**config.mk**
```make
export PLATFORM = sky130hd
export DESIGN_NAME = euclidean_rhythm_generator_flat
export DESIGN_NICKNAME = d
export VERILOG_FILES = /design/src/hw/rtl/erg_pkg.sv /design/src/hw/rtl/erg_req_if.sv /design/src/hw/rtl/erg_rsp_if.sv /design/src/hw/rtl/erg_ctrl.sv /design/src/hw/rtl/erg_datapath.sv /design/src/hw/rtl/euclidean_rhythm_generator.sv /design/src/flat_wrapper.sv
export SDC_FILE = /design/constraint.sdc
export NUM_CORES = 1
export LEC_CHECK = 0
export ABC_AREA = 1
export BUFFER_PORTS_ARGS = -buffer_cell sky130_fd_sc_hd__buf_2
export CORE_ASPECT_RATIO = 2
export CORE_MARGIN = 3
export CORE_UTILIZATION = 39
export CTS_CLUSTER_DIAMETER = 100
export CTS_CLUSTER_SIZE = 10
export DETAILED_ROUTE_END_ITERATION = 8
export GPL_TIMING_DRIVEN = 0
export MAX_ROUTING_LAYER = met4
export PLACE_DENSITY = 0.54
export SLEW_MARGIN = 20
export SYNTH_ARGS = -nofsm -noshare
export SYNTH_HDL_FRONTEND = slang
export SYNTH_HIERARCHICAL = 1
export SYNTH_SLANG_ARGS = --single-unit
```
**constraint.sdc**
```tcl
create_clock -name clk -period 7.9 [get_ports clk]
set_input_delay 1.185 -clock clk [delete_from_list [all_inputs] [get_ports clk]]
set_output_delay 1.185 -clock clk [all_outputs]
set_load 0.005 [all_outputs]
```
**src/hw/rtl/erg_pkg.sv**
```systemverilog
// Shared types, constants and a helper function for the Euclidean rhythm generator.
package erg_pkg;

	localparam int CNT_W         = 7;
	localparam int PAT_W         = 64;
	localparam int MAX_STEPS_DEF = 64;

	typedef logic [CNT_W-1:0] cnt_t;
	typedef logic [PAT_W-1:0] pat_t;

	// Controller to datapath commands.
	typedef struct packed {
		logic load;
		logic merge;
		logic place_a;
		logic place_b;
		logic commit;
	} cmd_t;

	// Datapath to controller status.
	typedef struct packed {
		logic cb_le1;
		logic ca_zero;
		logic cb_zero;
	} status_t;

	// Word with the low n bits set.
	function automatic pat_t low_ones(input cnt_t n);
		pat_t r;
		if (n >= cnt_t'(PAT_W)) begin
			r = '1;
		end else begin
			r = (pat_t'(1) << n) - pat_t'(1);
		end
		return r;
	endfunction

endpackage

```
**src/hw/rtl/erg_req_if.sv**
```systemverilog
// Request channel: hit count and step count.
interface erg_req_if;
	logic                valid;
	logic                ready;
	logic [erg_pkg::CNT_W-1:0] hits;
	logic [erg_pkg::CNT_W-1:0] steps;

	modport source(output valid, hits, steps, input ready);
	modport sink(input valid, hits, steps, output ready);
endinterface

```
**src/hw/rtl/erg_rsp_if.sv**
```systemverilog
// Response channel: onset pattern and its length.
interface erg_rsp_if;
	logic                valid;
	logic                ready;
	logic [erg_pkg::PAT_W-1:0] pattern;
	logic [erg_pkg::CNT_W-1:0] length;

	modport source(output valid, pattern, length, input ready);
	modport sink(input valid, pattern, length, output ready);
endinterface

```
**src/hw/rtl/erg_ctrl.sv**
```systemverilog
// Sequencing state machine for the Euclidean rhythm generator.
module erg_ctrl (
	input  logic             clk,
	input  logic             arst_n,
	input  logic             req_valid,
	output logic             req_ready,
	input  logic             rsp_ready,
	output logic             rsp_valid,
	input  erg_pkg::status_t status,
	output erg_pkg::cmd_t    cmd
);

	typedef enum logic [2:0] {
		S_IDLE,
		S_MERGE,
		S_PLACE_A,
		S_PLACE_B,
		S_DONE
	} state_t;

	state_t state_q;
	logic   rsp_valid_q;

	assign req_ready = (state_q == S_IDLE);
	assign rsp_valid = rsp_valid_q;

	always_comb begin
		cmd = '0;
		unique case (state_q)
			S_IDLE:    cmd.load    = req_valid;
			S_MERGE:   cmd.merge   = !status.cb_le1;
			S_PLACE_A: cmd.place_a = !status.ca_zero;
			S_PLACE_B: cmd.place_b = !status.cb_zero;
			S_DONE:    cmd.commit  = !rsp_valid_q || rsp_ready;
			default:   cmd = '0;
		endcase
	end

	always_ff @(posedge clk or negedge arst_n) begin
		if (!arst_n) begin
			state_q     <= S_IDLE;
			rsp_valid_q <= 1'b0;
		end else begin
			if (cmd.commit) begin
				rsp_valid_q <= 1'b1;
			end else if (rsp_ready) begin
				rsp_valid_q <= 1'b0;
			end
			unique case (state_q)
				S_IDLE:    if (req_valid) state_q <= S_MERGE;
				S_MERGE:   if (status.cb_le1) state_q <= S_PLACE_A;
				S_PLACE_A: if (status.ca_zero) state_q <= S_PLACE_B;
				S_PLACE_B: if (status.cb_zero) state_q <= S_DONE;
				S_DONE:    if (cmd.commit) state_q <= S_IDLE;
				default:   state_q <= S_IDLE;
			endcase
		end
	end

endmodule

```
**src/hw/rtl/erg_datapath.sv**
```systemverilog
// Group registers, merge step, pattern assembly and result register.
module erg_datapath #(
	parameter int MAX_STEPS = erg_pkg::MAX_STEPS_DEF
) (
	input  logic             clk,
	input  erg_pkg::cnt_t    hits,
	input  erg_pkg::cnt_t    steps,
	input  erg_pkg::cmd_t    cmd,
	output erg_pkg::status_t status,
	output erg_pkg::pat_t    pattern,
	output erg_pkg::cnt_t    length
);

	localparam erg_pkg::cnt_t MaxSteps = erg_pkg::cnt_t'(MAX_STEPS);

	erg_pkg::pat_t pa_q, pb_q, word_q, pattern_q;
	erg_pkg::cnt_t la_q, lb_q, ca_q, cb_q, pos_q, n_q, length_q;

	erg_pkg::cnt_t n_sat;
	logic          special;
	erg_pkg::cnt_t m;
	erg_pkg::pat_t grp;
	erg_pkg::cnt_t grp_len;

	assign n_sat   = (steps > MaxSteps) ? MaxSteps : steps;
	assign special = (hits >= n_sat) || (hits == '0);
	assign m       = (ca_q < cb_q) ? ca_q : cb_q;
	assign grp     = cmd.place_a ? pa_q : pb_q;
	assign grp_len = cmd.place_a ? la_q : lb_q;

	assign status.cb_le1  = (cb_q <= erg_pkg::cnt_t'(1));
	assign status.ca_zero = (ca_q == '0);
	assign status.cb_zero = (cb_q == '0);

	assign pattern = pattern_q;
	assign length  = length_q;

	always_ff @(posedge clk) begin
		if (cmd.load) begin
			n_q    <= n_sat;
			pa_q   <= erg_pkg::pat_t'(1);
			pb_q   <= '0;
			la_q   <= erg_pkg::cnt_t'(1);
			lb_q   <= erg_pkg::cnt_t'(1);
			pos_q  <= '0;
			if (special) begin
				// Degenerate cases skip merging and placement entirely.
				ca_q   <= '0;
				cb_q   <= '0;
				word_q <= (hits >= n_sat) ? erg_pkg::low_ones(n_sat) : '0;
			end else begin
				ca_q   <= hits;
				cb_q   <= n_sat - hits;
				word_q <= '0;
			end
		end else if (cmd.merge) begin
			pa_q <= pa_q | ((la_q < erg_pkg::cnt_t'(erg_pkg::PAT_W)) ? (pb_q << la_q) : '0);
			la_q <= la_q + lb_q;
			ca_q <= m;
			if (ca_q > cb_q) begin
				// Leftover A groups become the new B groups.
				pb_q <= pa_q;
				lb_q <= la_q;
				cb_q <= ca_q - m;
			end else begin
				cb_q <= cb_q - m;
			end
		end else if (cmd.place_a || cmd.place_b) begin
			if (pos_q < erg_pkg::cnt_t'(erg_pkg::PAT_W)) begin
				word_q <= word_q | (grp << pos_q);
			end
			pos_q <= pos_q + grp_len;
			if (cmd.place_a) begin
				ca_q <= ca_q - erg_pkg::cnt_t'(1);
			end else begin
				cb_q <= cb_q - erg_pkg::cnt_t'(1);
			end
		end
		if (cmd.commit) begin
			pattern_q <= word_q & erg_pkg::low_ones(n_q);
			length_q  <= n_q;
		end
	end

endmodule

```
**src/hw/rtl/euclidean_rhythm_generator.sv**
```systemverilog
// Top level of the Euclidean rhythm generator: controller plus datapath.
//
// Each request transaction carries a hit count and a step count and yields one
// response transaction holding the Euclidean onset pattern (bit i is step i,
// bits at or above the length are zero) and its length. Step counts above
// MAX_STEPS saturate to MAX_STEPS, and the reported length is the saturated
// value. The pattern is built by Bjorklund group merging: one merge round per
// cycle, then one cycle per resulting group to lay the groups into the output
// word. Let R be the number of merge rounds and G the number of groups left
// after merging. Every merge round removes at least one group, so R + G never
// exceeds the saturated step count; it reaches 64 at 64 steps, for example with
// a single hit (62 rounds) or with one hit fewer than the steps (64 groups to
// place). Zero steps, zero hits and hits at or above steps skip both loops.
// One item is processed at a time; a finished response sits in an output
// register, and the controller is ready for the next request transaction once
// the response is registered, while the response still waits.
module euclidean_rhythm_generator #(
	parameter int MAX_STEPS = erg_pkg::MAX_STEPS_DEF
) (
	input logic      clk,
	input logic      arst_n,
	erg_req_if.sink  req,
	erg_rsp_if.source rsp
);

	erg_pkg::cmd_t    cmd;
	erg_pkg::status_t status;

	// The controller sequences load, merge rounds, placement and the hand-off
	// to the response register; it owns the response valid flag.
	erg_ctrl u_ctrl (
		.clk       (clk),
		.arst_n    (arst_n),
		.req_valid (req.valid),
		.req_ready (req.ready),
		.rsp_ready (rsp.ready),
		.rsp_valid (rsp.valid),
		.status    (status),
		.cmd       (cmd)
	);

	// The datapath holds the two group patterns, their lengths and counts,
	// the assembly word and the response payload register.
	erg_datapath #(
		.MAX_STEPS (MAX_STEPS)
	) u_datapath (
		.clk     (clk),
		.hits    (req.hits),
		.steps   (req.steps),
		.cmd     (cmd),
		.status  (status),
		.pattern (rsp.pattern),
		.length  (rsp.length)
	);

endmodule
```
**src/flat_wrapper.sv**
```systemverilog
// flat-port wrapper written by rule: the top's interface ports become plain ports
module euclidean_rhythm_generator_flat 
#(
	parameter int MAX_STEPS = erg_pkg::MAX_STEPS_DEF
)
  (clk, arst_n, req_valid, req_hits, req_steps, req_ready, rsp_valid, rsp_pattern, rsp_length, rsp_ready);
  erg_req_if req_i ();
  erg_rsp_if rsp_i ();
  input logic clk;
  input logic arst_n;
  input wire logic [$bits(req_i.valid)-1:0] req_valid;
  input wire logic [$bits(req_i.hits)-1:0] req_hits;
  input wire logic [$bits(req_i.steps)-1:0] req_steps;
  output wire logic [$bits(req_i.ready)-1:0] req_ready;
  output wire logic [$bits(rsp_i.valid)-1:0] rsp_valid;
  output wire logic [$bits(rsp_i.pattern)-1:0] rsp_pattern;
  output wire logic [$bits(rsp_i.length)-1:0] rsp_length;
  input wire logic [$bits(rsp_i.ready)-1:0] rsp_ready;
  assign req_i.valid = req_valid;
  assign req_i.hits = req_hits;
  assign req_i.steps = req_steps;
  assign req_ready = req_i.ready;
  assign rsp_valid = rsp_i.valid;
  assign rsp_pattern = rsp_i.pattern;
  assign rsp_length = rsp_i.length;
  assign rsp_i.ready = rsp_ready;
  euclidean_rhythm_generator #(.MAX_STEPS(MAX_STEPS)) u_core (.clk(clk), .arst_n(arst_n), .req(req_i), .rsp(rsp_i));
endmodule
```
==> results of run 1 <==
kinds of logic after synthesis:
| group | count (synthesis) | share of synthesized area [%] |
|---|---|---|
| adder cells (fa/ha/maj) | 43 | 2.184 |
| AO/OA/AOI/OAI | 748 | 16.50 |
| multiplexers | 18 | 0.6927 |
| flip-flops | 309 | 29.86 |
| XOR/XNOR | 18 | 0.6061 |
| buffers and inverters | 609 | 9.179 |
| AND/OR/NAND/NOR | 2423 | 40.97 |
per-layer routing:
metal | overflow | global-route usage (%)
met5 | - | -
met3 | 8 | 36.05
met2 | 448 | 90.09
met4 | 231 | 72.33
met1 | 4 | 57.55
per-stage QoR:
stage | setup WS [ns] | hold slack (ns) | TNS [ns] | utilization [%]
3_3_place_gp | -2.913 | 0.4310 | -185.59 | 41.82
3_5_place_dp | 2.677 | 0.4589 | 0 | 42.11
2_1_floorplan | 0.8613 | 0.4277 | 0 | -
4_1_cts | 3.244 | 0.3832 | 0 | 43.58
synth_stat cells (all sizes together), types with 7 or more instances:
master / n / area (µm²)
or2: 25 / 156.4
ha: 39 / 488.0
o21ai: 350 / 1752
nand4: 85 / 538.0
clkbuf: 152 / 570.6
a21oi: 173 / 865.8
inv: 341 / 1280
edfxtp: 156 / 4684
buf: 111 / 518.0
nor2: 427 / 1670
o211ai: 153 / 1149
o221ai: 7 / 61.31
nand3b: 23 / 172.7
mux2i: 18 / 180.2
a31oi: 25 / 156.4
xor2: 14 / 122.6
dfxtp: 149 / 2983
nand3: 778 / 3909
nor3: 42 / 220.2
nor4: 7 / 43.79
nand2: 1028 / 3894
==> results by group, run 1 <==
Status
  – Stopped at: 5_1_grt
  – Log Error: [ERROR GRT-0116] Global routing finished with congestion. Check the congestion regions in the DRC Viewer.
  – Status: aborted with a tool error

Clocking
  – PostCTS Resize Cnt: 0
  – Setup Fix Bufs, Post-CTS: 0
  – Hold buffers post-CTS: 0
  – Max clock buf depth: 3
  – H-tree lvl count: 2
  – Num CTS Buffers: 36
  – Clk sinks: 309
  – Clock root buffer: clkbuf_16

Placed design
  – Gp weighted congestion: 1.245
  – HPWL after DPL: roughly 150000 µm
  – PortBufs: 90
  – Placed cell areas: between 20000 and 30000 µm²
  – Placed cells: 5142

Die
  – # IOs: 91
  – Initial core utilization: 39.47%
  – Die Y: roughly 370 µm
  – Row count: 133
  – Die W: between 150 and 200 µm

Global route
  – Grt ovf: 691
  – Vias in the first global route: 37634
  – All-layer global routing usage: 64.50%
  – Largest net degree at the start of global routing: 27
  – First-pass GRT wire length: 325100 µm

Synth
  – Synth Flop Type: edfxtp_1
  – Post-Syn Nets: 4229
  – Post-synthesis register bit count: between 300 and 400
  – Post-synth EDFFs: approximately 160
  – Async set-reset flop share out of synthesis: 1.294%
  – Yosys warns: 6
  – Synth Area per Inst: approximately 6.2 µm²
  – Post-Synthesis Cells: 4168
  – Library cells used by synthesis: 52
  – Post-synthesis sequential area ratio: 29.86%
  – Cell area after synthesis: 26010 µm²
==> run 2: changes to the inputs <==
CORE_ASPECT_RATIO = not set   (was 2)
CORE_UTILIZATION = 24   (was 39)
CTS_CLUSTER_DIAMETER = not set   (was 100)
CTS_CLUSTER_SIZE = not set   (was 10)
MAX_ROUTING_LAYER = not set   (was met4)
PLACE_DENSITY = not set   (was 0.54)
PLACE_DENSITY_LB_ADDON = 0.15   (was not set)
==> results by group, run 2 <==
Status
  – Status: finished clean

Die
  – Row count: 120
  – Die W: 335.2 µm
  – Initial core utilization: 24.23%
  – # IOs: 91
  – Die Y: 335.2 µm
  – Core Area: 107400 µm²
  – Die Area: 112400 µm²

Power and ir drop
  – Peak supply drop: 193.4 µV
  – Sequential Power Share: approximately a fifth
  – Sw Pwr: 9.441 mW
  – Clk pwr share: 12.1%
  – Logic pwr share: 67.0%
  – PwrDens: 538.4 nW/µm²
  – P_int: 6.574 mW
  – Power Total: 16.01 mW
  – Net Sw Frac: around three fifths
  – Leakage: 13.36 nW

Synth
  – Post-synth EDFFs: around 160
  – Synth Area in Compound Gates: 16.50%
  – Adder-Cell Fraction of Synth Area: 2.184%
  – Post-synth top cells: nand2_1 (1018), nand3_1 (775), nor2_1 (402)
  – Largest cells by area after synthesis: edfxtp_1 (18%), nand3_1 (15%), nand2_1 (15%)
  – Synth top area share: 18.01%
  – Post-synthesis register bit count: 309
  – Post-Syn Nets: 4229
  – Cell area after synthesis: 26010 µm²
  – Top-count cell post-synth: nand2_1
  – Main combinational cell family by area after synthesis: simple AND/OR/NAND/NOR gates
  – Multiplexer share of the synthesized area: less than 1%
  – Async set-reset flop share out of synthesis: under 10%
  – Synth Flop Type: edfxtp_1
  – Post-synthesis sequential area ratio: 29.86%
  – Leading area contributor after synthesis: edfxtp_1
  – Synth Area per Inst: 6.240 µm²
  – Simple logic cell fraction of the synthesized area: 40.97%
  – Library cells used by synthesis: 52
  – Yosys warns: 6
  – XOR/XNOR Fraction of Synth Area: 0.6061%
  – Post-Synthesis Cells: 4168

Job
  – Max-Cap Viols: 0

Global route
  – All-layer global routing usage: 26.40%
  – Vias in the first global route: 29510
  – Largest net degree at the start of global routing: 25
  – First-pass GRT wire length: 215600 µm
  – Grt ovf: 0
  – Initial antenna violation count: 7

Timing
  – Fmax: 214.9 MHz
  – Worst Tran Pin Value: 1.054 ns
  – Crit path time final: about 4.7 ns
  – RSZ-0062 raised after global routing: no
  – Setup violations, final: 0
  – Slew margin rel.: approximately 30%
  – Final period utilization: 58.90%
  – Fin Hold WS: 0.4168 ns
  – Final hold viol count: 0
  – Worst setup margin: 3.247 ns
  – Post-route setup TNS: 0 ns
  – Fin. max-slew vios: 0
  – Final Skew: around 0.026 ns

Finish
  – Ant. Diodes: 0
  – Commonest non-fill, non-tap cells in the layout: nand2_1 (1018), nand3_1 (775), nor2_1 (402)
  – Nets: 4367
  – Post-Layout Cell Count: 5739
  – Share of cells above drive strength 1: 6.919%
  – Design Area, Final: around 30000 µm²
  – Layout area overhead: 14.36%
  – Final Util: between 20% and 30%
  – Most common cell after layout, fill and taps aside: nand2_1

Critical path
  – Critical Path AT: 5.11 ns
  – CP max-delay cell: clkbuf_1
  – Buf/Inv on CP: 7
  – CP delay by family, top: buffers and inverters
  – Worst Setup Path Type: reg -> reg
  – Critical path depth: 22
  – Crit path launch type: register
  – Crit-path cells: nor2_1, nand2_1, inv_1, nand2_1, nor2_1, nand3b_1, inv_1, buf_2, clkbuf_1, clkbuf_1, clkbuf_1, o21ai_0, ha_1, nand2_1, nor2_1, a211oi_1, nor2_1, o21ai_0, nand2_1, xor2_1, o21ai_0, inv_1
  – CP max FO: 10
  – CP peak stage delay: just over 0.5 ns
  – FF-to-FF path depth: 22
  – Worst Setup End Kind: register
  – Critical path required time: around 8.4 ns

Detailed routing
  – 1st-pass router iterations: 6
  – Final wirelength: 153100 µm
  – Remaining antenna violation count: 0
  – Via/cell ratio: roughly 5.5
  – WL/cell: ~27 µm
  – DRC viols: 0
  – DR vias: 31564
  – Initial DRC Count: 4178

Clocking
  – Num CTS Buffers: 40
  – Max clock buf depth: 3
  – Setup Fix Bufs, Post-CTS: 0
  – Clk sinks: 309
  – PostCTS Resize Cnt: 0
  – Clock root buffer: clkbuf_16
  – H-tree lvl count: 2
  – Clock Latency Late Sink: 0.58 ns
  – Hold buffers post-CTS: 0
  – TritonCTS clock tree: yes
  – Clk slew on worst S/H paths: ~0.06 ns

Placed design
  – HPWL after DPL: 126700 µm
  – Placed cells: 5667
  – Worst slack, placed: ~2.8 ns
  – PortBufs: 90
  – Gp weighted congestion: 1.000
  – Placed cell areas: 28390 µm²

Hold path
  – Hold Crit Class: in -> async
-- run 2: cell counts after synthesis --
Identical to the previous run, type by type.
-- run 2: cell type report --
class / count / area (µm²)
buffer: 263 / 1089
inverter: 346 / 1299
timing repair buffer: 96 / 608.1
fill: 12163 / 77610
multi-input combinational: 3250 / 15880
clock buffer: 50 / 1069
sequential: 309 / 7767
tap: 1403 / 1755
clock inverter: 22 / 281.5
-- run 2: path summary, 6_finish.rpt --
kind	start	end	slack [ns]
setup / recovery	u_core/u_datapath/ca_q[4]	u_core/u_datapath/pos_q[5]	3.25
hold / removal	arst_n	u_core/u_ctrl/rsp_valid	0.42
setup reg to reg	u_core/u_datapath/ca_q[4]	u_core/u_datapath/pos_q[5]	3.25
hold reg to reg	u_core/u_datapath/pa_q[6]	u_core/u_datapath/pa_q[6]	0.47
max in group asynchronous	arst_n	u_core/u_ctrl/state_q[1]	7.36
min in group clk	u_core/u_datapath/pa_q[6]	u_core/u_datapath/pa_q[6]	0.47
-- run 2: cells by family (layout without fill, tap and decap cells) --
group | count (synthesis) | in the layout
AO/OA/AOI/OAI | 748 | 748
XOR/XNOR | 18 | 18
adder cells (fa/ha/maj) | 43 | 43
buffers and inverters | 609 | 777
flip-flops | 309 | 309
multiplexers | 18 | 18
AND/OR/NAND/NOR | 2423 | 2423
-- run 2: metal layers --
metal | vias up | wire (µm) | track usage, %
met3 | 208 | 13390 | 3.867
met5 | - | 0 | 0
met1 | 15297 | 70970 | 39.25
met2 | 1523 | 64550 | 39.65
li1 | 14536 | - | -
met4 | 0 | 4185 | 6.568
-- run 2: power groups by stage --
stage                     clock network (mW)  logic, mW  registers [mW]
final                                   1.94       10.7            3.36
after detailed placement                   0       10.3            3.33
after global routing                    2.04       11.5            3.36
after floorplan                            0       6.38            2.90
after CTS                               1.99       10.4            3.30
after global placement                     0       10.3            3.42
(Power assumes the default switching activity.)
